### src/resource_id_free_slot_search_unit_assert.svh
// Assertion macros shared by the resource ID search block.
// No dependencies; the including module must provide i_clk and i_rst_n.
`ifndef RESOURCE_ID_FREE_SLOT_SEARCH_UNIT_ASSERT_SVH
`define RESOURCE_ID_FREE_SLOT_SEARCH_UNIT_ASSERT_SVH

// Same-cycle implication, checked outside reset.
`define RFSS_ASSERT_IMP(label, ante, cons, msg) \
    label: assert property (@(posedge i_clk) disable iff (!i_rst_n) (ante) |-> (cons)) \
        else $error(msg);

// Next-cycle implication, checked outside reset.
`define RFSS_ASSERT_NXT(label, ante, cons, msg) \
    label: assert property (@(posedge i_clk) disable iff (!i_rst_n) (ante) |=> (cons)) \
        else $error(msg);

`endif

### src/rfss_pkg.sv
`timescale 1ns / 1ps
// Package for the resource ID search block: widths, codes and shared types.
// No dependencies.
package rfss_pkg;

    localparam int SERIAL_BITS_DEF = 16;
    localparam int ID_W            = 32;
    localparam int TABLE_W         = 16;

    typedef enum logic [1:0] {
        FN_TO_INDEX    = 2'd0,
        FN_FIND_START  = 2'd1,
        FN_CHECK_REPLY = 2'd2,
        FN_RESERVED    = 2'd3
    } t_func;

    typedef enum logic [2:0] {
        ST_INDEX_OK  = 3'd0,
        ST_INVALID   = 3'd1,
        ST_CANDIDATE = 3'd2,
        ST_FOUND     = 3'd3,
        ST_NONE_FREE = 3'd4,
        ST_NO_SEARCH = 3'd5
    } t_status;

    typedef enum logic [2:0] {
        S_IDLE,
        S_EVAL,
        S_ADV,
        S_DIV,
        S_EMIT
    } t_state;

    // Status of the shared modulo unit.
    typedef struct packed {
        logic busy;
        logic done;
    } t_mod_stat;

endpackage

### src/rfss_mod.sv
`timescale 1ns / 1ps
// Bit-serial restoring modulo unit: one dividend bit per cycle.
// Depends on rfss_pkg.
module rfss_mod import rfss_pkg::*; #(
    parameter int DIVIDEND_W = SERIAL_BITS_DEF + 1
) (
    input  logic                  i_clk,
    input  logic                  i_rst_n,
    input  logic                  i_start,
    input  logic [DIVIDEND_W-1:0] i_dividend,
    input  logic [TABLE_W-1:0]    i_divisor,
    output t_mod_stat             o_stat,
    output logic [TABLE_W-1:0]    o_rem
);

    localparam int CNT_W = $clog2(DIVIDEND_W + 1);

    logic [CNT_W-1:0]      r_count, n_count;
    logic                  r_done, n_done;
    logic [DIVIDEND_W-1:0] r_shift, n_shift;
    logic [TABLE_W-1:0]    r_rem, n_rem;
    logic [TABLE_W:0]      w_trial;
    logic [TABLE_W:0]      w_diff;

    // The partial remainder stays below the divisor, so the trial fits one extra bit.
    assign w_trial = {r_rem, r_shift[DIVIDEND_W-1]};
    assign w_diff  = w_trial - {1'b0, i_divisor};

    always_comb begin
        n_count = r_count;
        n_shift = r_shift;
        n_rem   = r_rem;
        n_done  = (r_count == CNT_W'(1)) && !i_start;
        if (i_start) begin
            n_count = CNT_W'(DIVIDEND_W);
            n_shift = i_dividend;
            n_rem   = '0;
        end else if (r_count != '0) begin
            n_count = r_count - CNT_W'(1);
            n_shift = {r_shift[DIVIDEND_W-2:0], 1'b0};
            if (w_trial >= {1'b0, i_divisor}) begin
                n_rem = w_diff[TABLE_W-1:0];
            end else begin
                n_rem = w_trial[TABLE_W-1:0];
            end
        end
    end

    always_ff @(posedge i_clk) begin
        if (!i_rst_n) begin
            r_count <= '0;
            r_done  <= 1'b0;
        end else begin
            r_count <= n_count;
            r_done  <= n_done;
        end
    end

    always_ff @(posedge i_clk) begin
        r_shift <= n_shift;
        r_rem   <= n_rem;
    end

    assign o_stat.busy = (r_count != '0);
    assign o_stat.done = r_done;
    assign o_rem       = r_rem;

endmodule

### src/resource_id_free_slot_search_unit.sv
`timescale 1ns / 1ps
// Top level of the resource ID index conversion and free-slot search block.
// Depends on rfss_pkg, rfss_mod and the assertion macro header.
//
//  channel   direction  handshake                     payload
//  input     in         i_in_valid / o_in_stall       i_func, i_resource_id, i_base_value,
//                                                     i_in_use
//  result    out        o_out_valid / i_out_stall     o_status, o_slot_index, o_id_out
//  config    in         i_cfg_valid / o_cfg_ready     i_cfg_table_size
//
// A to_index word that reaches the modulo and a search word whose serial wraps pass through
// the bit-serial modulo unit; other words skip it. One word is worked on at a time, and the
// next is taken while the previous result waits in the output register; a stalled result
// holds the block only once the next result is ready. Reset is synchronous and active low;
// it clears table_size, the search state and the handshakes.
`include "resource_id_free_slot_search_unit_assert.svh"

module resource_id_free_slot_search_unit import rfss_pkg::*; #(
    parameter int SERIAL_BITS = SERIAL_BITS_DEF
) (
    input  logic               i_clk,
    input  logic               i_rst_n,
    input  logic               i_in_valid,
    output logic               o_in_stall,
    input  logic [1:0]         i_func,
    input  logic [ID_W-1:0]    i_resource_id,
    input  logic [ID_W-1:0]    i_base_value,
    input  logic               i_in_use,
    output logic               o_out_valid,
    input  logic               i_out_stall,
    output logic [2:0]         o_status,
    output logic [TABLE_W-1:0] o_slot_index,
    output logic [ID_W-1:0]    o_id_out,
    input  logic               i_cfg_valid,
    output logic               o_cfg_ready,
    input  logic [TABLE_W-1:0] i_cfg_table_size
);

    localparam int BASE_W = ID_W - SERIAL_BITS;
    localparam int DIV_W  = SERIAL_BITS + 1;

    t_state               r_state, n_state;
    t_func                r_func, n_func;
    logic [ID_W-1:0]      r_id, n_id;
    logic [ID_W-1:0]      r_base, n_base;
    logic                 r_in_use, n_in_use;
    logic [TABLE_W-1:0]   r_table_size;
    logic [BASE_W-1:0]    r_search_base, n_search_base;
    logic [SERIAL_BITS-1:0] r_cur_serial, n_cur_serial;
    logic [TABLE_W-1:0]   r_tries_left, n_tries_left;
    logic                 r_searching, n_searching;
    t_status              r_res_status, n_res_status;
    logic [TABLE_W-1:0]   r_res_slot, n_res_slot;
    logic [ID_W-1:0]      r_res_id, n_res_id;
    logic                 r_out_valid, n_out_valid;
    t_status              r_out_status, n_out_status;
    logic [TABLE_W-1:0]   r_out_slot, n_out_slot;
    logic [ID_W-1:0]      r_out_id, n_out_id;

    logic [ID_W-1:0]      w_diff;
    logic                 w_idx_bad;
    logic [DIV_W-1:0]     w_ser_inc;
    logic                 w_ser_wrap;
    logic                 w_adv_div;
    logic                 w_fin;
    logic [SERIAL_BITS-1:0] w_fin_ser;
    logic [SERIAL_BITS+TABLE_W-1:0] w_rem_ext;
    logic [ID_W-1:0]      w_cand;
    logic                 w_out_load;
    logic                 w_mod_start;
    logic [DIV_W-1:0]     w_mod_dividend;
    t_mod_stat            w_mod_stat;
    logic [TABLE_W-1:0]   w_mod_rem;

    rfss_mod #(
        .DIVIDEND_W (DIV_W)
    ) u_mod (
        .i_clk      (i_clk),
        .i_rst_n    (i_rst_n),
        .i_start    (w_mod_start),
        .i_dividend (w_mod_dividend),
        .i_divisor  (r_table_size),
        .o_stat     (w_mod_stat),
        .o_rem      (w_mod_rem)
    );

    assign w_diff     = r_id - r_base;
    assign w_idx_bad  = (w_diff[ID_W-1:SERIAL_BITS] != '0) || (r_table_size == '0);
    assign w_ser_inc  = {1'b0, r_cur_serial} + DIV_W'(1);
    assign w_ser_wrap = (w_ser_inc >= {1'b0, {SERIAL_BITS{1'b1}}});
    // A wrapping serial goes through the modulo unit while tries remain, unless table_size is zero.
    assign w_adv_div  = (r_tries_left != '0) && w_ser_wrap && (r_table_size != '0);
    assign w_rem_ext  = {{SERIAL_BITS{1'b0}}, w_mod_rem};
    assign w_out_load = !r_out_valid || !i_out_stall;

    assign w_mod_start = ((r_state == S_EVAL) && (r_func == FN_TO_INDEX) && !w_idx_bad)
                      || ((r_state == S_ADV) && w_adv_div);
    assign w_mod_dividend = (r_state == S_EVAL) ? {1'b0, w_diff[SERIAL_BITS-1:0]} : w_ser_inc;

    // Finishing an advance: either straight from the increment (zero when it wraps) or after the modulo.
    assign w_fin = ((r_state == S_ADV) && (r_tries_left != '0) && !w_adv_div)
                || ((r_state == S_DIV) && w_mod_stat.done && (r_func != FN_TO_INDEX));
    always_comb begin
        if (r_state == S_DIV) begin
            w_fin_ser = w_rem_ext[SERIAL_BITS-1:0];
        end else if (w_ser_wrap) begin
            w_fin_ser = '0;
        end else begin
            w_fin_ser = w_ser_inc[SERIAL_BITS-1:0];
        end
    end
    assign w_cand = {r_search_base, w_fin_ser};

    // Next state.
    always_comb begin
        n_state = r_state;
        case (r_state)
            S_IDLE: begin
                if (i_in_valid) begin
                    n_state = S_EVAL;
                end
            end
            S_EVAL: begin
                case (r_func)
                    FN_TO_INDEX:    n_state = w_idx_bad ? S_EMIT : S_DIV;
                    FN_FIND_START:  n_state = S_ADV;
                    FN_CHECK_REPLY: n_state = (r_searching && r_in_use) ? S_ADV : S_EMIT;
                    default:        n_state = S_IDLE;
                endcase
            end
            S_ADV:  n_state = w_adv_div ? S_DIV : S_EMIT;
            S_DIV: begin
                if (w_mod_stat.done) begin
                    n_state = S_EMIT;
                end
            end
            S_EMIT: begin
                if (w_out_load) begin
                    n_state = S_IDLE;
                end
            end
            default: n_state = S_IDLE;
        endcase
    end

    // Datapath and outputs.
    always_comb begin
        n_func        = r_func;
        n_id          = r_id;
        n_base        = r_base;
        n_in_use      = r_in_use;
        n_search_base = r_search_base;
        n_cur_serial  = r_cur_serial;
        n_tries_left  = r_tries_left;
        n_searching   = r_searching;
        n_res_status  = r_res_status;
        n_res_slot    = r_res_slot;
        n_res_id      = r_res_id;
        n_out_valid   = r_out_valid && i_out_stall;
        n_out_status  = r_out_status;
        n_out_slot    = r_out_slot;
        n_out_id      = r_out_id;

        case (r_state)
            S_IDLE: begin
                if (i_in_valid) begin
                    n_func   = t_func'(i_func);
                    n_id     = i_resource_id;
                    n_base   = i_base_value;
                    n_in_use = i_in_use;
                end
            end
            S_EVAL: begin
                n_res_status = ST_INVALID;
                n_res_slot   = '0;
                n_res_id     = '0;
                case (r_func)
                    FN_FIND_START: begin
                        n_search_base = r_id[ID_W-1:SERIAL_BITS];
                        n_cur_serial  = r_id[SERIAL_BITS-1:0];
                        n_tries_left  = r_table_size;
                    end
                    FN_CHECK_REPLY: begin
                        if (!r_searching) begin
                            n_res_status = ST_NO_SEARCH;
                        end else if (!r_in_use) begin
                            n_searching  = 1'b0;
                            n_res_status = ST_FOUND;
                            n_res_id     = {r_search_base, r_cur_serial};
                        end
                    end
                    default: ;
                endcase
            end
            S_ADV: begin
                if (r_tries_left == '0) begin
                    n_searching  = 1'b0;
                    n_res_status = ST_NONE_FREE;
                end
            end
            S_DIV: begin
                if (w_mod_stat.done && (r_func == FN_TO_INDEX)) begin
                    n_res_status = ST_INDEX_OK;
                    n_res_slot   = w_mod_rem;
                end
            end
            S_EMIT: begin
                if (w_out_load) begin
                    n_out_valid  = 1'b1;
                    n_out_status = r_res_status;
                    n_out_slot   = r_res_slot;
                    n_out_id     = r_res_id;
                end
            end
            default: ;
        endcase

        if (w_fin) begin
            n_tries_left = r_tries_left - TABLE_W'(1);
            if (w_cand == '0) begin
                // The zero ID means undefined, so the search ends.
                n_searching  = 1'b0;
                n_res_status = ST_NONE_FREE;
                n_res_id     = '0;
            end else begin
                n_cur_serial = w_fin_ser;
                n_searching  = 1'b1;
                n_res_status = ST_CANDIDATE;
                n_res_id     = w_cand;
            end
        end
    end

    always_ff @(posedge i_clk) begin
        if (!i_rst_n) begin
            r_state       <= S_IDLE;
            r_table_size  <= '0;
            r_search_base <= '0;
            r_cur_serial  <= '0;
            r_tries_left  <= '0;
            r_searching   <= 1'b0;
            r_out_valid   <= 1'b0;
        end else begin
            r_state       <= n_state;
            r_search_base <= n_search_base;
            r_cur_serial  <= n_cur_serial;
            r_tries_left  <= n_tries_left;
            r_searching   <= n_searching;
            r_out_valid   <= n_out_valid;
            if (i_cfg_valid) begin
                r_table_size <= i_cfg_table_size;
            end
        end
    end

    always_ff @(posedge i_clk) begin
        r_func       <= n_func;
        r_id         <= n_id;
        r_base       <= n_base;
        r_in_use     <= n_in_use;
        r_res_status <= n_res_status;
        r_res_slot   <= n_res_slot;
        r_res_id     <= n_res_id;
        r_out_status <= n_out_status;
        r_out_slot   <= n_out_slot;
        r_out_id     <= n_out_id;
    end

    assign o_in_stall   = (r_state != S_IDLE);
    assign o_cfg_ready  = 1'b1;
    assign o_out_valid  = r_out_valid;
    assign o_status     = r_out_status;
    assign o_slot_index = r_out_slot;
    assign o_id_out     = r_out_id;

    `RFSS_ASSERT_IMP(a_cand_nonzero, o_out_valid && (r_out_status == ST_CANDIDATE),
        o_id_out != '0, "candidate word carries the zero ID")
    `RFSS_ASSERT_IMP(a_no_id_fields_zero,
        o_out_valid && ((r_out_status == ST_INVALID) || (r_out_status == ST_NONE_FREE)
        || (r_out_status == ST_NO_SEARCH)),
        (o_id_out == '0) && (o_slot_index == '0), "failure word carries non-zero fields")
    `RFSS_ASSERT_IMP(a_mod_only_in_div, w_mod_stat.busy || w_mod_stat.done,
        r_state == S_DIV, "modulo unit active outside its state")
    `RFSS_ASSERT_IMP(a_rem_below_size, w_mod_stat.done,
        w_mod_rem < r_table_size, "modulo remainder not below table size")
    `RFSS_ASSERT_NXT(a_div_started, w_mod_start,
        w_mod_stat.busy && (r_state == S_DIV), "modulo unit did not start")

endmodule
### config.mk
export PLATFORM = sky130hd
export DESIGN_NAME = resource_id_free_slot_search_unit
export DESIGN_NICKNAME = d
export VERILOG_FILES = /design/src/rfss_pkg.sv /design/src/rfss_mod.sv /design/src/resource_id_free_slot_search_unit.sv
export VERILOG_INCLUDE_DIRS = /design/src /design/src/src
export SDC_FILE = /design/constraint.sdc
export NUM_CORES = 1
export LEC_CHECK = 0
export ABC_AREA = 0
export BUFFER_PORTS_ARGS = -buffer_cell sky130_fd_sc_hd__buf_2
export CORE_MARGIN = 1
export CORE_UTILIZATION = 30
export CTS_CLUSTER_DIAMETER = 60
export DETAILED_ROUTE_END_ITERATION = 7
export GPL_ROUTABILITY_DRIVEN = 0
export SETUP_SLACK_MARGIN = 0.3
export SYNTH_ARGS = -nofsm -noshare
export SYNTH_HDL_FRONTEND = slang
export SYNTH_HIERARCHICAL = 1
export SYNTH_SLANG_ARGS = --single-unit
### constraint.sdc
create_clock -name i_clk -period 5.7 [get_ports i_clk]
set_input_delay 1.14 -clock i_clk [delete_from_list [all_inputs] [get_ports i_clk]]
set_output_delay 1.14 -clock i_clk [all_outputs]
set_load 0.1 [all_outputs]
==> impl_metrics.toml, run 1 <==
[die]
initial_core_util_pct = 30.5
io_pins = 142
dieArea_um2 = 49300
die_w_um = 222
fp.dieH_um = 222
coreArea_um2 = 47700
rows = 80

[pwr]
power_leakage_nw = 6.41
p_per_area_nw_per_um2 = 384
max-vdd-ir-drop_mv = 0.183

[synth]
async_flop_share_pct = 0
synth-edff-count = 186
synth.ff_latch_count = 277
synth_cell_types = 90
syn-instance-count = 1423
synthFlopType = "edfxtp_1"
yosysWarnings = 6
syn_area_um2 = 14500
synth_area_per_cell_um2 = 10.2
synth_nets = 1565
ys_seq_area_share_pct = 50.9

[timing]
setup_viol = 0
grt_setup_unrepaired = "false"
slew_headroom_pct = 20.3
final.setup.tns_ns = 0
skew_ns = 0.0246
worst_pin_slew_ns = 1.20
slew_viol_final = 0
finalCritPeriodShare_pct = 79.6
period_needed_ns = 4.54
max_freq_mhz = 220
hold_viol_final = 0

[routing]
dr.pass1.iters = 5
num_vias = 11200
viasPerCell = 5.17
drtAntennaViolNets = 0
post-route-drc-count = 0
post_drt_wl_per_cell_um = 18.3
wl_um = 39900
drt_iter0_drc = 892

[setup_path]
cp-start-kind = "flop"
startpoint = "r_id[18]"
crit_family = "compound AO/OA/AOI/OAI gates"
path_cells = "ha_1, a21oi_2, o2111ai_1, a211oi_1, o2111ai_1, or4_1, a2111oi_0, nand4_1, nor4_1, nand4_1, o21bai_2, buf_4, mux2_2"
worstSetupEndpointType = "flop"
slowest_stage = "or4_1"
arrival_ns = 4.83
cp_max_fo = 38
r2r-start = "r_id[18]"
worst-path-buf-inv = 1
required_ns = 5.99
critical-path-max-stage-delay_ns = 0.57
crit_type = "reg2reg"

[clock_network]
cts_tree = "yes"
htree_levels = 2
cts.sinks = 277
clk_pin_slew_ns = 0.06
cts_post_setup_buffers_inserted = 0
cts.repair.resized = 0
root_buffer = "clkbuf_16"
cts-buffers-inserted = 34
cts_max_path_buffers = 3
insertion_delay_ns = 0.54
holdBufCountCts = 0

[grt]
grt_pass1_vias = 10900
grt_pass1_wl_um = 61900
grtUsageTotal_pct = 16.0
grt_overflow = 0
antenna_found_initial = 0
grt_max_degree = 68

[finish]
fillers = 4756
multi_input_area_um2 = 6540
layout_commonest_cell = "edfxtp_1"
nets = 1679
final-instance-count-excl-fill = 2176
seqCellArea_um2 = 7410
syn2layout_area_growth_pct = 15.4
insertedDiodeCount = 0
drive_above_1_share_pct = 16.7
final_cell_mix = "186 x edfxtp_1, 147 x nor2_1, 140 x buf_2"

[placement]
port-buffer-count = 140
dp_hpwl_um = 29600
dpl.cell_count = 2116

[hold_path]
holdCritPathClass = "reg2reg"
hp-start = "r_res_id[8]"

[run_status]
status = "finished clean"

[flow_run]
max_cap_viol_count = 0
flip-flops by register name (all words and copies together) (netlist names), 5 cells and up:
register and cells:
o_id_out 32, o_slot_index 16, r_base 32, r_cur_serial 16, r_id 32, r_res_id 32, r_res_slot 16, r_search_base 16
r_table_size 16, r_tries_left 16, u_mod/o_rem 16, u_mod/r_count 5, u_mod/r_shift 17
power breakdown:
part	total [mW]	internal, mW	switching (mW)
clock network	2.04	1.17	0.861
logic	1.78	0.691	1.08
registers	2.64	2.44	0.192
cell type report:
cell class | instances | area share [%]
tap | 615 | 4.58
inverter | 69 | 1.54
clock inverter | 22 | 0.932
clock buffer | 38 | 5.29
sequential | 277 | 44.1
timing repair buffer | 148 | 4.53
multi-input combinational | 1007 | 39.0
per-layer routing:
layer | wire length (µm) | GRT usage (%) | up-vias
li1 | - | - | 5434
met4 | 949 | 4.66 | 0
met2 | 18200 | 25.6 | 372
met3 | 2510 | 3.09 | 64
met5 | 0 | 0 | -
met1 | 18200 | 21.8 | 5373
logic make-up (layout without fill, tap and decap cells):
logic type      count (synthesis)  in the layout  synth area share (%)
simple gates                  530            530                  18.5
other cells                     1              1                0.0258
fa+ha+maj                      54             54                  4.75
buf+inv                       139            277                  4.24
flops                         277            277                  50.9
xor+xnor                       41             41                  2.47
mux                            47             47                  3.37
compound gates                334            334                  15.6
stage by stage:
stage,cell area (µm²),worst slack (ns),power (mW),hold slack (ns),utilization (%)
2_1_floorplan,14500,1.06,4.00,0.400,-
5_1_grt,16800,0.794,6.80,0.419,35.2
3_5_place_dp,15700,1.21,4.42,0.405,33.0
4_1_cts,16800,1.20,6.49,0.413,35.2
6_report,16800,1.16,6.45,0.410,35.2
3_3_place_gp,15700,1.33,4.38,0.404,33.0
final timing paths:
| kind | to | slack [ns] | cells after the start |
|---|---|---|---|
| worst max-delay path | u_mod/r_shift[5] | 1.16 | 13 |
| worst min-delay path | o_id_out[8] | 0.41 | 0 |
| worst max register to register | u_mod/r_shift[5] | 1.16 | 13 |
| worst min register to register | o_id_out[8] | 0.41 | 0 |
synth_stat cells, types with 4 or more instances:
cell	number	area, µm²
xor2_1	15	131
nor2b_1	33	206
o21bai_1	9	67.6
and4_1	4	35.0
xnor2_1	26	228
inv_1	68	255
nand2b_1	21	131
and2_1	25	156
a31oi_1	8	50.1
mux2_2	16	180
a221o_1	4	40.0
dfxtp_1	91	1820
o2111ai_1	6	52.6
a221oi_1	7	61.3
o21ai_1	11	55.1
a21oi_2	4	35.0
buf_4	5	37.5
ha_1	52	651
a22o_1	4	35.0
or4_1	6	45.0
a211oi_1	19	143
buf_2	22	110
o21ai_0	44	220
nand2_1	128	480
or3_1	9	56.3
nor4_1	26	163
a21oi_1	106	531
a21o_1	31	233
mux2i_1	31	310
clkbuf_1	34	128
o21a_1	27	203
edfxtp_1	186	5590
nand4_1	19	119
o211ai_1	12	90.1
nor3_1	28	140
a221oi_2	4	60.1
nor2_1	148	556
buf_6	4	45.0
nand3_1	34	170
and3_1	15	93.8
(Power assumes the default switching activity.)
==> inputs of run 2 (changes only) <==
==> constraint.sdc (replaced) <==
create_clock -name i_clk -period 4.5 [get_ports i_clk]
set_input_delay 0.9 -clock i_clk [delete_from_list [all_inputs] [get_ports i_clk]]
set_output_delay 0.9 -clock i_clk [all_outputs]
set_load 0.1 [all_outputs]
==> impl_metrics.toml, run 2 (synthesis gave the netlist of run 1 again) <==
[run_status]
status = "finished clean"

[grt]
grt_pass1_vias = 11200
grt_overflow = 0
grt_pass1_wl_um = 62700
grtUsageTotal_pct = 16.1
grt_max_degree = 68
antenna_found_initial = 0

[placement]
dpl.cell_count = 2128
dp_hpwl_um = 30000
port-buffer-count = 140

[finish]
final-instance-count-excl-fill = 2211
final_cell_mix = "186 x edfxtp_1, 142 x nor2_1, 140 x buf_2"
drive_above_1_share_pct = 21.6
layout_commonest_cell = "edfxtp_1"
syn2layout_area_growth_pct = 20.6
nets = 1712
insertedDiodeCount = 0
fin_util_pct = 36.7

[routing]
wl_um = 40800
num_vias = 11600
post_drt_wl_per_cell_um = 18.4
dr.pass1.iters = 5
viasPerCell = 5.24
drt_iter0_drc = 931
post-route-drc-count = 0
drtAntennaViolNets = 0

[setup_path]
reg2reg_slack_ns = 0.49
r2r-start = "r_id[18]"
crit_path_frequent_cell = "nand4_1"
r2r_cells = 14
crit_type = "reg2reg"
reg2reg_to = "u_mod/r_shift[16]"
worst-path-buf-inv = 2
slowest_stage = "or4_4"
cp_max_fo = 22
worstSetupEndpointType = "flop"
path_cells = "ha_4, a21oi_4, buf_4, o21ai_4, nand2_2, and4_1, or4_4, a2111oi_4, nand4_1, nor4_2, nand4_1, o21bai_4, buf_6, mux2_2"
crit_family = "simple AND/OR/NAND/NOR gates"
required_ns = 4.79
critical-path-max-stage-delay_ns = 0.55
startpoint = "r_id[18]"
arrival_ns = 4.30
cp-start-kind = "flop"

[timing]
finalCritPeriodShare_pct = 89.0
slew_headroom_pct = 22.8
holdWs_ns = 0.417
hold_viol_final = 0
skew_ns = 0.0270
setup_viol = 0
slew_viol_final = 0
worst_pin_slew_ns = 1.15
final.setup.tns_ns = 0
max_freq_mhz = 250
period_needed_ns = 4.01
grt_setup_unrepaired = "false"

[clock_network]
clk_pin_slew_ns = 0.06
holdBufCountCts = 0
cts_tree = "yes"
cts_max_path_buffers = 3
htree_levels = 2
insertion_delay_ns = 0.54
cts.sinks = 277
root_buffer = "clkbuf_16"
cts-buffers-inserted = 35

[pwr]
p_per_area_nw_per_um2 = 489
power_leakage_nw = 6.65
max-vdd-ir-drop_mv = 0.234
design_power_total_mw = 8.57

[die]
rows = 80
initial_core_util_pct = 30.5
coreArea_um2 = 47700
io_pins = 142
dieArea_um2 = 49300
die_w_um = 222
fp.dieH_um = 222

[hold_path]
holdCritPathClass = "reg2reg"
worstHoldPathCells = 0
hp-start = "r_res_id[23]"
whs_endpoint = "o_id_out[23]"

[flow_run]
max_cap_viol_count = 0
run 2: stage by stage:
step	setup slack (ns)	area, µm²
final	0.494	17500
after global routing	0.250	17500
after CTS	0.342	17000
after detailed placement	0.140	15800
after global placement	0.216	15800
after floorplan	0.411	14500
run 2: timing repair:
action / CTS / global route
endpoints found under the hold margin: 0 / 0
buffers inserted: 0 / 20
gates resized for setup: 2 / 83
pin swaps: 0 / 31
endpoints found under the setup margin: 26 / 48
run 2: layer usage:
| layer | track usage (%) | vias up | share of wire, % |
|---|---|---|---|
| met1 | 21.9 | 5540 | 45 |
| li1 | - | 5507 | - |
| met3 | 2.97 | 92 | 6.4 |
| met4 | 6.32 | 0 | 3.4 |
| met2 | 25.4 | 437 | 45 |
| met5 | 0 | - | 0 |
run 2: worst register-to-register path, delay by kind of cell (launching register included):
kind	cells	cell delay (ns)
mux	1	0.37
compound gates	4	0.81
flops	1	0.43
simple gates	6	1.43
fa+ha+maj	1	0.34
buf+inv	2	0.39
run 2: final cells by class:
| cell class | count | area (µm²) |
|---|---|---|
| multi-input combinational | 1007 | 6930 |
| clock inverter | 18 | 220 |
| clock buffer | 45 | 923 |
| inverter | 69 | 259 |
| sequential | 277 | 7410 |
| fill | 4707 | 30200 |
| tap | 615 | 769 |
| timing repair buffer | 180 | 1020 |
run 2: worst max-delay path by stage:
stage / to / slack, ns / cells past startpoint
2_1_floorplan: u_mod/r_shift[15] / 0.41 / 16
3_3_place_gp: u_mod/r_shift[16] / 0.22 / 15
3_5_place_dp: u_mod/o_rem[15] / 0.14 / 17
4_1_cts: u_mod/o_rem[15] / 0.34 / 15
5_1_grt: u_mod/o_rem[15] / 0.25 / 16
6_report: u_mod/r_shift[16] / 0.49 / 14
run 2: report_power, final:
group          total [mW]  internal (mW)  switching (mW)
sequential           3.34           3.09           0.251
combinational        2.43          0.983            1.45
clock                2.80           1.70            1.10
total                8.57           5.77            2.80
==> inputs of run 3 (changes only) <==
--- a/config.mk
+++ b/config.mk
@@ -8,11 +8,14 @@
 export LEC_CHECK = 0
 export ABC_AREA = 0
 export BUFFER_PORTS_ARGS = -buffer_cell sky130_fd_sc_hd__buf_2
+export CELL_PAD_IN_SITES_DETAIL_PLACEMENT = 2
+export CELL_PAD_IN_SITES_GLOBAL_PLACEMENT = 2
 export CORE_MARGIN = 1
 export CORE_UTILIZATION = 30
 export CTS_CLUSTER_DIAMETER = 60
 export DETAILED_ROUTE_END_ITERATION = 7
 export GPL_ROUTABILITY_DRIVEN = 0
+export PLACE_DENSITY_LB_ADDON = 0.1
 export SETUP_SLACK_MARGIN = 0.3
 export SYNTH_ARGS = -nofsm -noshare
 export SYNTH_HDL_FRONTEND = slang
==> impl_metrics.toml, run 3 (synthesis gave the netlist of run 1 again) <==
[setup_path]
required_ns = 4.79
worstSetupEndpointType = "flop"
arrival_ns = 4.37
worstSetupEndpoint = "u_mod/r_shift[5]"
worst-path-buf-inv = 1
crit_path_frequent_cell = "nand4_1"
r2r-start = "r_id[14]"
path_cells = "ha_1, nand2_1, nor3_2, nand3_1, a221oi_1, nor2_1, o211ai_1, nand4_1, nor4_2, nand4_1, o21bai_4, buf_6, mux2_2"
cp-start-kind = "flop"
startpoint = "r_id[14]"
critical-path-max-stage-delay_ns = 0.47
crit_family = "simple AND/OR/NAND/NOR gates"
cp.depth = 13
r2r_cells = 13
cp_max_fo = 16
crit_type = "reg2reg"
reg2reg_slack_ns = 0.42
reg2reg_to = "u_mod/r_shift[5]"
slowest_stage = "edfxtp_1"

[die]
rows = 80
die_w_um = 222
dieArea_um2 = 49300
coreArea_um2 = 47700
initial_core_util_pct = 30.5
io_pins = 142
fp.dieH_um = 222

[clock_network]
cts.sinks = 277
clk_pin_slew_ns = 0.06
root_buffer = "clkbuf_16"
cts-buffers-inserted = 36
insertion_delay_ns = 0.55
htree_levels = 2
holdBufCountCts = 0
cts_tree = "yes"
cts_max_path_buffers = 3

[pwr]
pwr-share-comb_pct = 29.3
netSwitchingFraction_pct = 34.1
pwr-share-seq_pct = 38.9
p_switching_mw = 2.93
power_leakage_nw = 6.67
p_per_area_nw_per_um2 = 494
design_power_total_mw = 8.61
max-vdd-ir-drop_mv = 0.281
p_int_mw = 5.68
p_clk_share_pct = 31.7

[placement]
port-buffer-count = 140
dp_hpwl_um = 36300
dpl.cell_count = 2149
dpl_cell_area_um2 = 16000

[timing]
grt_setup_unrepaired = "true"
max_freq_mhz = 245
slew_headroom_pct = 27.6
period_needed_ns = 4.08
finalCritPeriodShare_pct = 90.7
skew_ns = 0.0174
final.setup.tns_ns = 0
hold_viol_final = 0
worst_pin_slew_ns = 1.08
slew_viol_final = 0
setup_viol = 0

[routing]
post_drt_wl_per_cell_um = 21.4
viasPerCell = 5.12
post-route-drc-count = 0
num_vias = 11400
drt_iter0_drc = 496
wl_um = 47700
dr.pass1.iters = 5
drtAntennaViolNets = 0

[finish]
drive_above_1_share_pct = 20.7
fin_area_um2 = 17400
nets = 1721
fin_util_pct = 36.5
syn2layout_area_growth_pct = 19.8
final_cell_mix = "186 x edfxtp_1, 144 x nor2_1, 140 x buf_2"
layout_commonest_cell = "edfxtp_1"
final-instance-count-excl-fill = 2222
insertedDiodeCount = 0
fillers = 5154

[run_status]
status = "finished clean"

[grt]
grtUsageTotal_pct = 19.3
grt_max_degree = 55
antenna_found_initial = 0
grt_pass1_wl_um = 73600
grt_pass1_vias = 12300
grt_overflow = 0

[flow_run]
max_cap_viol_count = 0

[hold_path]
holdCritPathClass = "reg2reg"
==> run 3: cell count changes in the layout (fill, tap and decap cells not counted), sizes merged <==
cell | previous run | this run
buf | 180 | 187
clkinv | 9 | 10
bufinv | 4 | 0
inv | 73 | 74
clkbuf | 45 | 51
==> run 3: how the worst min path moves through the flow <==
stage,from,slack [ns],end,depth (start not counted)
after floorplan,r_res_id[0],0.40,o_id_out[0],0
after global placement,r_res_id[15],0.40,o_id_out[15],0
after detailed placement,r_res_id[17],0.41,o_id_out[17],0
after CTS,r_res_id[15],0.41,o_id_out[15],0
after global routing,r_res_id[15],0.42,o_id_out[15],0
final,r_res_id[15],0.41,o_id_out[15],0
==> run 3: area by class of cell <==
type | count | area, µm² | share of cell area, %
Tap cell | 615 | 769 | 4.42
Sequential cell | 277 | 7410 | 42.5
Multi-Input combinational cell | 1007 | 6770 | 38.9
Clock inverter | 16 | 98.8 | 0.567
Timing Repair Buffer | 188 | 1090 | 6.29
Clock buffer | 50 | 1010 | 5.83
Inverter | 69 | 263 | 1.51
==> run 3: metrics by stage <==
step | setup WS, ns | hold slack (ns)
after floorplan | 0.411 | 0.400
after global placement | 0.193 | 0.402
after detailed placement | 0.0978 | 0.406
after CTS | 0.349 | 0.414
after global routing | 0.144 | 0.419
final | 0.419 | 0.408
==> run 3: power groups by stage <==
stage / logic [mW] / clock network (mW) / registers (mW)
after CTS: 2.46 / 2.84 / 3.36
final: 2.53 / 2.73 / 3.35
after detailed placement: 2.44 / 0 / 3.41
after global routing: 2.80 / 2.91 / 3.39
after floorplan: 1.72 / 0 / 3.35
after global placement: 2.38 / 0 / 3.40
==> run 3: timing repair <==
action,CTS,global route
cloned,0,1
setup endpoints to repair,36,65
buffers inserted,0,6
gates resized for setup,6,42
endpoints found under the hold margin,0,0
pin swaps,0,11
==> run 3: routing by layer <==
layer  GRT usage, %  part of all wire, %
met1           25.4                   46
met2           33.0                   48
met3           3.06                  3.3
met4           4.93                  2.0
met5              0                    0
